===== src/hw/rtl/mlpfi_pkg.sv =====
// ----------------------------------------------------------------------------
// mlpfi_pkg
// Shared constants, command and register codes and the exp table of the
// network inference block.
// ----------------------------------------------------------------------------
`default_nettype none

package mlpfi_pkg;

    // Network geometry.
    localparam int MAX_LAYERS  = 4;
    localparam int MAX_NEURONS = 64;
    localparam int DATA_W      = 16;
    localparam int N_MAT       = MAX_LAYERS - 1;
    localparam int W_DEPTH     = N_MAT * MAX_NEURONS * MAX_NEURONS;
    localparam int B_DEPTH     = N_MAT * MAX_NEURONS;

    // Divider widths for the softmax normalization.
    localparam int DIVIDEND_W = 34;
    localparam int DIVISOR_W  = 23;

    // Input word kinds.
    localparam logic [1:0] CMD_WEIGHT = 2'd0;
    localparam logic [1:0] CMD_BIAS   = 2'd1;
    localparam logic [1:0] CMD_SAMPLE = 2'd2;

    // Configuration register indexes.
    localparam logic [2:0] CFG_LAYER_COUNT = 3'd0;
    localparam logic [2:0] CFG_INPUT_WIDTH = 3'd1;
    localparam logic [2:0] CFG_HIDDEN_ONE  = 3'd2;
    localparam logic [2:0] CFG_HIDDEN_TWO  = 3'd3;
    localparam logic [2:0] CFG_OUTPUT_W    = 3'd4;
    localparam logic [2:0] CFG_LEAK_SLOPE  = 3'd5;

    // Layer width: zero acts as one, anything above the store saturates.
    function automatic logic [6:0] clamp_width(input logic [6:0] w);
        logic [6:0] r;
        if (w == 7'd0)
            r = 7'd1;
        else if (w > 7'(MAX_NEURONS))
            r = 7'(MAX_NEURONS);
        else
            r = w;
        return r;
    endfunction

    // 2^(-k/16) in unsigned Q1.16, k = 0..16.
    function automatic logic [16:0] pow2_frac(input logic [4:0] k);
        logic [16:0] r;
        case (k)
            5'd0:    r = 17'd65536;
            5'd1:    r = 17'd62757;
            5'd2:    r = 17'd60097;
            5'd3:    r = 17'd57549;
            5'd4:    r = 17'd55109;
            5'd5:    r = 17'd52773;
            5'd6:    r = 17'd50535;
            5'd7:    r = 17'd48393;
            5'd8:    r = 17'd46341;
            5'd9:    r = 17'd44376;
            5'd10:   r = 17'd42495;
            5'd11:   r = 17'd40693;
            5'd12:   r = 17'd38968;
            5'd13:   r = 17'd37316;
            5'd14:   r = 17'd35734;
            5'd15:   r = 17'd34219;
            5'd16:   r = 17'd32768;
            default: r = 17'd0;
        endcase
        return r;
    endfunction

endpackage

`default_nettype wire


===== src/hw/rtl/mlpfi_divider.sv =====
// ----------------------------------------------------------------------------
// mlpfi_divider
// Restoring unsigned divider, one quotient bit per cycle.
// ----------------------------------------------------------------------------
`default_nettype none

module mlpfi_divider
    import mlpfi_pkg::*;
(
    input  wire logic                  clk,
    input  wire logic                  rst_n,
    input  wire logic                  start,
    input  wire logic [DIVIDEND_W-1:0] dividend,
    input  wire logic [DIVISOR_W-1:0]  divisor,
    output logic                       done,
    output logic [DIVIDEND_W-1:0]      quotient
);

    logic                  busy_reg;
    logic                  done_reg;
    logic [5:0]            cnt_reg;
    logic [DIVISOR_W:0]    rem_reg;
    logic [DIVIDEND_W-1:0] q_reg;
    logic [DIVISOR_W:0]    trial;

    // Shift the next dividend bit into the partial remainder.
    assign trial = {rem_reg[DIVISOR_W-1:0], q_reg[DIVIDEND_W-1]};

    // Control state.
    always_ff @(posedge clk or negedge rst_n)
    begin
        if (!rst_n)
        begin
            busy_reg <= 1'b0;
            done_reg <= 1'b0;
            cnt_reg  <= 6'd0;
        end
        else
        begin
            done_reg <= 1'b0;
            if (start)
            begin
                busy_reg <= 1'b1;
                cnt_reg  <= 6'(DIVIDEND_W);
            end
            else if (busy_reg)
            begin
                cnt_reg <= cnt_reg - 6'd1;
                if (cnt_reg == 6'd1)
                begin
                    busy_reg <= 1'b0;
                    done_reg <= 1'b1;
                end
            end
        end
    end

    // Remainder and quotient.
    always_ff @(posedge clk)
    begin
        if (start)
        begin
            q_reg   <= dividend;
            rem_reg <= '0;
        end
        else if (busy_reg)
        begin
            if (trial >= {1'b0, divisor})
            begin
                rem_reg <= trial - {1'b0, divisor};
                q_reg   <= {q_reg[DIVIDEND_W-2:0], 1'b1};
            end
            else
            begin
                rem_reg <= trial;
                q_reg   <= {q_reg[DIVIDEND_W-2:0], 1'b0};
            end
        end
    end

    assign done     = done_reg;
    assign quotient = q_reg;

endmodule

`default_nettype wire


===== config.mk =====
export PLATFORM = sky130hd
export DESIGN_NAME = mlpfi_divider
export DESIGN_NICKNAME = d
export VERILOG_FILES = /design/src/hw/rtl/mlpfi_pkg.sv /design/src/hw/rtl/mlpfi_divider.sv
export SDC_FILE = /design/constraint.sdc
export NUM_CORES = 1
export LEC_CHECK = 0
export ABC_AREA = 1
export CAP_MARGIN = 0
export CORE_UTILIZATION = 50
export CTS_CLUSTER_DIAMETER = 200
export DETAILED_ROUTE_END_ITERATION = 7
export DONT_BUFFER_PORTS = 1
export PLACE_DENSITY = 0.75
export SYNTH_ARGS = -nofsm -noshare
export SYNTH_HDL_FRONTEND = slang
export SYNTH_SLANG_ARGS = --single-unit

===== constraint.sdc =====
create_clock -name clk -period 2.9 [get_ports clk]
set_clock_uncertainty 0.05 [all_clocks]
set_input_delay 0.58 -clock clk [delete_from_list [all_inputs] [get_ports clk]]
set_output_delay 0.58 -clock clk [all_outputs]
set_load 0.03 [all_outputs]

==> flow_summary_export.csv, run 1 <==
group,metric,value,unit
cts,htreeDepth,3,
cts,post-cts-setup-buffer-count,0,
worst_setup_path,end_kind,"flop",
min_path,holdPathStages,2,
timing,setup_violations,0,
placed_design,placed_cell_area,0.004621,sq mm
layout,area_growth,6.880,%
drt,ant_nets,0,
timing,min_period,2354,ps
worst_setup_path,crit_top_cell,"nand2_1",
synthesis,synth-seq-cells,65,
timing,tns,0,ps
drt,drtPass1Iterations,4,
floorplan,chipHeight,97.17,um
worst_setup_path,critPathLaunchType,"flop",
cts,postCtsHoldBufs,1,
drt,drt_iter0_markers,250,
placed_design,gp_congestion,0.9240,
synthesis,yosysWarnings,0,
power,combPwrFrac,0.426,
global_routing,antenna_found_initial,0,
cts,clock_path_buffers,2,
cts,cts_resized,0,
drt,route.detailed.drc,0,
placed_design,dp_hpwl,7474,um
global_routing,grt_pass1_vias,3652,
global_routing,grt_pass1_wl,16740,um
global_routing,grt_max_degree,39,
worst_setup_path,cp.arrival,2550,ps
power,total_power,3.891,mW
layout,post_route_cells_drive_above_1_share,0.03977,
timing,fmax,424.9,MHz
placed_design,port_buffers,0,
worst_setup_path,crit_chain,"inv_1 > ha_1 > fa_1 > inv_1 > nand2_1 > nand2_1 > nand3_1 > nand2_1 > nand2_1 > nand4_2 > buf_4 > nand3_1 > nand2_1 > nand2_1",
floorplan,start_util,0.5167,
power,p_leak,2.648,nW
floorplan,row_count,34,
power,switching_share,0.4398,
layout,n_fill_cell,908,
cts,clock_latency,350,ps
worst_setup_path,critPathKind,"flop to flop",
run_status,status,"complete, no violations",
worst_setup_path,path_max_fanout,29,
floorplan,coreArea,0.008763,sq mm
synthesis,synth_cell_types,31,
layout,largest_reg_flops,34,
min_path,hp-class,"input pin to flop",
layout,nNetsFinal,785,
synthesis,synth_nets,784,
cts,numCtsBuffers,9,
power,clock_power_share,0.216,
cts,cts_tree,"yes",
timing,hold_viol,0,
power,vdd_ir_drop_max,349.5,uV
drt,vias,4010,
cts,cts_sinks,65,
layout,final_area,0.004840,sq mm
worst_setup_path,max_stage_delay,410,ps
power,power_density,803.9,mW/mm^2
drt,vias_per_cell,4.938,
synthesis,netlist_instances,698,
worst_setup_path,r2r_cells,14,
global_routing,overflow,0,
global_routing,grt_use_total,0.2161,
timing,fin_crit_sh,0.8116,
synthesis,seq_area_frac_synth,0.3714,
floorplan,io_pins,95,
timing,rsz0062_at_grt,"false",
timing,slew_headroom,0.5269,
drt,drt-total-wl,9940,um
flow_run,maxCapViolCount,0,
timing,slew_viol_final,0,
floorplan,die_area,0.009441,sq mm
floorplan,die_x,97.17,um
cts,root_buffer,"clkbuf_8",
drt,wire_per_inst,12.24,um
cts,path_clk_slew,80,ps
worst_setup_path,required,3090,ps
timing,worst_pin_slew,708.9,ps
worst_setup_path,cp_slowest_cell,"fa_1",
power,intPower,2.180,mW
layout,num_antenna_cells,0,
power,p_sw,1.711,mW
power,pwr-share-seq,0.358,
synthesis,avgSynthCellArea,6.487,sq um
synthesis,synth_area,0.004528,sq mm
-- logic make-up (layout without fill, tap and decap cells) --
family	count (synthesis)	in the layout	share of synthesized area
AND/OR/NAND/NOR	445	445	0.3896
buffers and inverters	116	122	0.1014
flip-flops	65	65	0.3714
AO/OA/AOI/OAI	34	34	0.04090
adder cells (fa/ha/maj)	26	26	0.07350
XOR/XNOR	12	12	0.02321
-- layer usage --
metal / up-vias / GRT usage / share of wire
li1: 2133 / - / -
met1: 1778 / 0.2842 / 0.48
met2: 89 / 0.3554 / 0.46
met3: 10 / 0.05396 / 0.046
met4: 0 / 0.05511 / 0.0094
met5: - / 0 / 0
-- worst max-delay path: cells and delay by family, from the launching register on --
kind / cells / cell delay [ps]
simple gates: 9 / 750
fa+ha+maj: 2 / 610
buf+inv: 3 / 450
flops: 1 / 380
-- stage by stage --
stage	hold slack, ps	util	std cells	setup WS (ps)
global route	313.6	0.5523	812	304.9
detailed placement	234.6	0.5273	795	367.7
floorplan	234.4	-	698	594.0
CTS	295.2	0.5523	812	537.3
finish	301.2	0.5523	812	546.3
global placement	234.6	0.5273	795	465.8
-- power by group through the flow --
| stage | logic [mW] | clock network [mW] | registers (mW) |
|---|---|---|---|
| after floorplan | 1.38 | 0 | 1.38 |
| after global placement | 1.60 | 0 | 1.41 |
| after detailed placement | 1.64 | 0 | 1.41 |
| after CTS | 1.65 | 0.861 | 1.39 |
| after global routing | 1.90 | 0.896 | 1.41 |
| final | 1.66 | 0.840 | 1.39 |
-- layout by cell type (no fill, tap or decap), types with 2 or more instances in the layout --
cell type and n:
nor3_1 4, a21oi_1 18, nand3_1 26, buf_4 6, nand2_1 325, inv_1 99
nand4_1 4, xnor2_1 10, xor2_1 2, dfrtp_1 8, nand3b_1 2, o21bai_1 3
ha_1 25, clkinv_4 2, nor4_1 2, dfxtp_1 23, clkbuf_8 9, edfxtp_1 34
nor2_1 73, and2_1 3, nor2_2 2, inv_6 3, o21ai_0 10
-- path summary, 6_finish.rpt --
check                             start     endpoint  slack (ps)
setup reg to reg           quotient[33]  rem_reg[17]         550
hold / removal                    start   cnt_reg[5]         300
min in group asynchronous         rst_n   cnt_reg[1]         530
hold reg to reg             rem_reg[13]  rem_reg[13]         420
max in group asynchronous         rst_n   cnt_reg[2]        2000
setup / recovery           quotient[33]  rem_reg[17]         550
-- cell usage after synthesis --
cell type	instances	share of area
nand3b_1	2	0.0033
buf_4	2	0.0033
xnor2_1	10	0.019
nand4_2	1	0.0028
a22oi_1	1	0.0017
clkbuf_1	12	0.0099
a21oi_1	18	0.020
nor2_2	2	0.0028
nor2_4	1	0.0025
inv_1	99	0.082
nand3_1	26	0.029
buf_2	1	0.0011
or2_2	1	0.0014
o21a_1	1	0.0017
nand2_1	325	0.27
a21o_1	1	0.0017
o21bai_1	3	0.0050
dfrtp_1	8	0.044
dfxtp_1	23	0.10
fa_1	1	0.0044
nand2_2	1	0.0014
nor4_1	2	0.0028
ha_1	25	0.069
edfxtp_1	34	0.23
nor2_1	73	0.061
nand4_1	4	0.0055
buf_6	2	0.0050
xor2_1	2	0.0039
and2_1	3	0.0041
o21ai_0	10	0.011
nor3_1	4	0.0044
-- layout make-up --
class / count / area [sq um] / area share
inverters: 99 / 371.6 / 0.07678
clock inverters: 7 / 85.08 / 0.01758
repair buffers: 7 / 55.05 / 0.01138
multi-input cells: 517 / 2387 / 0.4933
well taps: 108 / 135.1 / 0.02792
flip-flops and latches: 65 / 1682 / 0.3475
clock buffers: 9 / 123.9 / 0.02559
Power figures use the tool's default switching activity.
==> run 2: changes to the inputs <==
Clock period 2.9 ns to 2.5 ns, I/O delays scaled along.
==> run 2 against run 1 <==
Utilization rose by 0.41 points. Combinational power rose by 18%. First-iteration DRC count fell by 10%. Global-route usage barely moved. Register-to-register slack got worse by 270 ps. Final area rose by 0.75%. Largest cell class unchanged. Largest power group unchanged.
==> flow_summary_export.csv, run 2 (synthesized netlist as in run 1, its figures left out) <==
group,metric,value,unit
timing,tns,0,ps
timing,slew_headroom,0.5199,
global_routing,overflow,0,
placed_design,place_inst,795,
floorplan,start_util,0.5167,
layout,num_antenna_cells,0,
layout,regArea,0.001682,sq mm
layout,n_fill_cell,870,
drt,drt_iter0_markers,225,
layout,final_cell_mix,"324 x nand2_1, 99 x inv_1, 73 x nor2_1",
floorplan,row_count,34,
cts,numCtsBuffers,9,
cts,clock_latency,350,ps
layout,post_route_cells_drive_above_1_share,0.04119,
timing,setup_violations,0,
timing,hold_viol,0,
layout,largest_reg_flops,34,
worst_setup_path,path_max_fanout,29,
cts,cts_tree,"yes",
placed_design,port_buffers,0,
timing,min_period,2226,ps
power,p_leak,2.661,nW
layout,nNetsFinal,785,
drt,vias,4000,
timing,slew_viol_final,0,
placed_design,gp_congestion,0.9304,
cts,clock_path_buffers,2,
layout,multi_input_area,0.002390,sq mm
layout,final_area,0.004876,sq mm
floorplan,die_x,97.17,um
worst_setup_path,critPathKind,"flop to flop",
cts,htreeDepth,3,
global_routing,grt_pass1_wl,16730,um
power,power_density,948.2,mW/mm^2
timing,rsz0062_at_grt,"false",
floorplan,coreArea,0.008763,sq mm
floorplan,chipHeight,97.17,um
cts,cts_sinks,65,
placed_design,placed_cell_area,0.004633,sq mm
drt,route.detailed.drc,0,
worst_setup_path,cp.arrival,2420,ps
global_routing,grt_pass1_vias,3741,
layout,area_growth,7.682,%
floorplan,io_pins,95,
timing,worst_pin_slew,719.4,ps
timing,fmax,449.3,MHz
layout,fin_cells,812,
global_routing,grt_max_degree,39,
worst_setup_path,r2r_slack,270,ps
flow_run,maxCapViolCount,0,
layout,layout_commonest_cell,"nand2_1",
worst_setup_path,end_kind,"flop",
global_routing,grt_use_total,0.2160,
drt,vias_per_cell,4.926,
placed_design,dp_hpwl,7422,um
drt,wire_per_inst,12.12,um
drt,ant_nets,0,
worst_setup_path,required,2700,ps
layout,postLayoutCoreUtil,0.5564,
cts,path_clk_slew,80,ps
worst_setup_path,critPathLaunchType,"flop",
drt,drtPass1Iterations,4,
cts,root_buffer,"clkbuf_8",
global_routing,antenna_found_initial,0,
drt,drt-total-wl,9841,um
floorplan,die_area,0.009441,sq mm
min_path,hp-class,"input pin to flop",
timing,fin_crit_sh,0.8902,
power,vdd_ir_drop_max,496.1,uV
run_status,status,"complete, no violations",
-- run 2: area by class of cell --
class | instances | area share
Multi-Input combinational cell | 517 | 0.4901
Sequential cell | 65 | 0.3449
Inverter | 99 | 0.07621
Tap cell | 108 | 0.02771
Clock buffer | 9 | 0.02540
Clock inverter | 7 | 0.02104
Timing Repair Buffer | 7 | 0.01463
-- run 2: routing by layer --
metal  GRT usage  share of wire
met5           0              0
met4     0.05855          0.012
met3     0.06403          0.067
met2      0.3657           0.46
met1      0.2676           0.46
-- run 2: where the power goes --
| part | internal (mW) | switching, mW | total (mW) |
|---|---|---|---|
| Sequential | 1.34 | 0.276 | 1.62 |
| Combinational | 0.736 | 1.22 | 1.96 |
| Clock | 0.574 | 0.474 | 1.05 |
| Total | 2.65 | 1.97 | 4.62 |
-- run 2: worst paths after layout --
check	start	to	cells past startpoint
worst max register to register	quotient[33]	rem_reg[19]	14
max in group asynchronous	rst_n	cnt_reg[4]	1
worst min register to register	rem_reg[15]	rem_reg[15]	2
min in group asynchronous	rst_n	cnt_reg[0]	1
worst min-delay path	start	cnt_reg[5]	2
worst max-delay path	quotient[33]	rem_reg[19]	14
-- run 2: stage by stage --
step                worst slack, ps  hold WS (ps)  power (mW)
CTS                           201.9         199.9       4.645
finish                        274.4         209.4       4.624
floorplan                     194.0         154.4       3.202
detailed placement            144.7         154.6       3.579
global placement              201.6         154.6       3.523
global route                  25.25         208.1       5.011
-- run 2: timing repair --
item	CTS	global route
endpoints found under the hold margin	8	0
hold buffers	1	0
setup buffers	0	0
resized for setup	0	2
setup endpoints to repair	0	2
-- run 2: worst max-delay path: stages, from the launching register on --
cell	delay [ps]
edfxtp_1	380
inv_1	50
ha_1	200
fa_1	400
inv_1	90
nand2_1	50
nand2_1	70
nand3_1	80
nand2_2	110
nand2_1	70
nand4_2	130
buf_12	190
nand3_1	120
nand2_1	80
nand2_1	40
==> run 3: changes to the inputs <==
Settings changed: ABC_AREA 1 to 0, CORE_UTILIZATION 50 to 60, PLACE_DENSITY 0.75 to 0.86.
==> run 3 against run 2 <==
The run now ends with setup timing left. Power rose by 32%. Area after synthesis shrank 7.0%. Final cell count is 24% lower. Die area is 22% lower. Clock power decreased by 20%. Via count is 0.48% higher. Register-to-register slack lost 440 ps. Clock-buffer cell count unchanged. Critical endpoint is now rem_reg[15]. Worst setup slack worse by 440 ps.
==> flow_summary_export.csv, run 3 <==
group,metric,value,unit
layout,largest_reg_flops,34,
synthesis,synth_area,0.004213,sq mm
global_routing,grt_pass1_vias,3939,
timing,min_period,2665,ps
placed_design,dp_hpwl,8018,um
drt,drt_iter0_markers,456,
cts,path_clk_slew,80,ps
timing,rsz0062_at_grt,"true",
layout,area_growth,27.53,%
cts,cts_tree,"yes",
drt,drt-total-wl,12900,um
cts,htreeDepth,3,
drt,ant_nets,0,
synthesis,seq_area_frac_synth,0.3992,
drt,route.detailed.drc,0,
run_status,status,"complete, but fails checks",
synthesis,synth-seq-cells,65,
timing,fin_crit_sh,1.066,
power,p_leak,2.398,nW
power,vdd_ir_drop_max,740.2,uV
worst_setup_path,end_kind,"flop",
layout,nNetsFinal,599,
global_routing,antenna_found_initial,0,
cts,numCtsBuffers,9,
floorplan,die_area,0.007361,sq mm
drt,wire_per_inst,21.00,um
synthesis,synth_cell_types,59,
drt,drtPass1Iterations,5,
power,power_density,1138,mW/mm^2
floorplan,io_pins,95,
run_status,failed_checks,"setup timing",
worst_setup_path,critPathLaunchType,"flop",
floorplan,chipHeight,85.80,um
global_routing,grt_use_total,0.3316,
timing,fmax,375.2,MHz
min_path,hp-class,"input pin to flop",
placed_design,port_buffers,0,
worst_setup_path,crit_chain,"ha_1 > buf_4 > nand4_1 > nor4_1 > a21oi_2 > o211ai_4 > a21oi_4 > or4b_1 > o21ai_1",
synthesis,yosysWarnings,0,
timing,slew_viol_final,0,
drt,vias_per_cell,6.546,
synthesis,synth_nets,512,
worst_setup_path,cp_slowest_cell,"or4b_1",
drt,vias,4019,
worst_setup_path,cp.arrival,2900,ps
worst_setup_path,required,2740,ps
global_routing,overflow,0,
flow_run,maxCapViolCount,0,
floorplan,coreArea,0.006794,sq mm
cts,root_buffer,"clkbuf_8",
cts,clock_latency,370,ps
placed_design,placed_cell_area,0.004883,sq mm
layout,num_antenna_cells,0,
synthesis,avgSynthCellArea,9.889,sq um
layout,fin_cells,614,
synthesis,yosysMostFrequentCell,"edfxtp_1",
layout,final_area,0.005373,sq mm
timing,hold_viol,0,
worst_setup_path,critPathKind,"flop to flop",
floorplan,row_count,30,
layout,layout_commonest_cell,"buf_4",
synthesis,synth.top_cell.area_share,0.2424,
global_routing,grt_max_degree,57,
synthesis,synth_area_leaders,"edfxtp_1 24%, dfxtp_1 11%, mux2_2 8.8%",
layout,post_route_cells_drive_above_1_share,0.3417,
floorplan,start_util,0.6201,
synthesis,synth_edf_count,34,
placed_design,place_inst,585,
synthesis,synth_commonest_cells,"34 x edfxtp_1, 33 x mux2_2, 32 x inv_1",
synthesis,synth_area_leader_cell,"edfxtp_1",
timing,setup_violations,20,
global_routing,grt_pass1_wl,18790,um
synthesis,synthArstFlopShare,0.1231,
synthesis,synth_ff_type,"edfxtp_1",
cts,cts_sinks,65,
placed_design,gp_congestion,0.8923,
timing,setup_ws,-165.4,ps
layout,final_cell_mix,"88 x buf_4, 34 x edfxtp_1, 33 x mux2_2",
synthesis,netlist_instances,426,
cts,clock_path_buffers,2,
timing,slew_headroom,0.5478,
floorplan,die_x,85.80,um
timing,worst_pin_slew,676.9,ps
worst_setup_path,path_max_fanout,5,
worst_setup_path,max_stage_delay,500,ps
## run 3: cell types whose count changed in the layout (fill, tap and decap cells not counted), moves of 11 or more
cell | before | now
nand2_1 | 324 | 24
buf_4 | 4 | 88
inv_1 | 99 | 31
nor2_1 | 73 | 31
mux2_2 | 0 | 33
nand3_1 | 26 | 11
a211oi_1 | 0 | 14
mux2i_1 | 0 | 12
a21o_1 | 1 | 12
## run 3: cell type report
type | instances | area (sq um)
Clock buffer | 9 | 123.9
Multi-Input combinational cell | 310 | 2524
Fill cell | 371 | 1421
Timing Repair Buffer | 95 | 747.0
Tap cell | 96 | 120.1
Inverter | 32 | 120.1
Clock inverter | 7 | 56.30
Sequential cell | 65 | 1682
## run 3: final timing paths
path	start	endpoint	slack [ps]	cells past startpoint
setup / recovery	rem_reg[4]	rem_reg[15]	-170	9
hold / removal	start	cnt_reg[0]	170	1
setup reg to reg	rem_reg[4]	rem_reg[15]	-170	9
hold reg to reg	rem_reg[6]	rem_reg[6]	470	2
max in group asynchronous	rst_n	busy_reg	1660	1
min in group asynchronous	rst_n	cnt_reg[2]	450	1
## run 3: repair_timing
item	CTS	global route
pin swaps	4	12
endpoints found under the hold margin	8	0
resized for setup	7	29
hold buffers	1	0
cloned	1	0
buffers inserted	6	5
setup endpoints to repair	24	23
## run 3: per-stage QoR
stage	setup TNS, ps	total power, mW	setup WS, ps	hold slack [ps]	util
5_1_grt	-3249	6.401	-236.7	145.8	0.7908
6_report	-1387	6.115	-165.4	167.7	0.7908
3_3_place_gp	-5994	4.489	-299.9	154.7	0.7188
3_5_place_dp	-7139	4.604	-378.4	154.8	0.7188
2_1_floorplan	-292.4	3.552	-141.4	154.4	-
4_1_cts	-196.6	5.653	-50.65	148.9	0.7615
## run 3: per-layer routing
layer  global-route usage  wire length, um  vias to the layer above
li1                     -                -                     1752
met4               0.1667              634                        0
met5                    0                0                        -
met3              0.08662             1115                       73
met1               0.3813             4761                     1911
met2               0.5724             6384                      283
## run 3: logic make-up after synthesis
kind of cell / synth area share
AO/OA/AOI/OAI: 0.1847
AND/OR/NAND/NOR: 0.1262
flip-flops: 0.3992
buffers and inverters: 0.05049
multiplexers: 0.1167
adder cells (fa/ha/maj): 0.07900
XOR/XNOR: 0.04366
## run 3: worst max-delay path, delay by kind of cell (launching register included)
kind | cells | cell delay [ps]
and+or+nand+nor | 3 | 1230
AOI/OAI and AO/OA | 4 | 560
DFF | 1 | 330
adders and majority gates | 1 | 290
buffers and inverters | 1 | 140
## run 3: report_power, final
group | switching (mW) | internal (mW) | leakage, nW
Clock | 0.468 | 0.367 | 0.0833
Sequential | 0.377 | 1.40 | 0.645
Combinational | 1.77 | 1.74 | 1.67
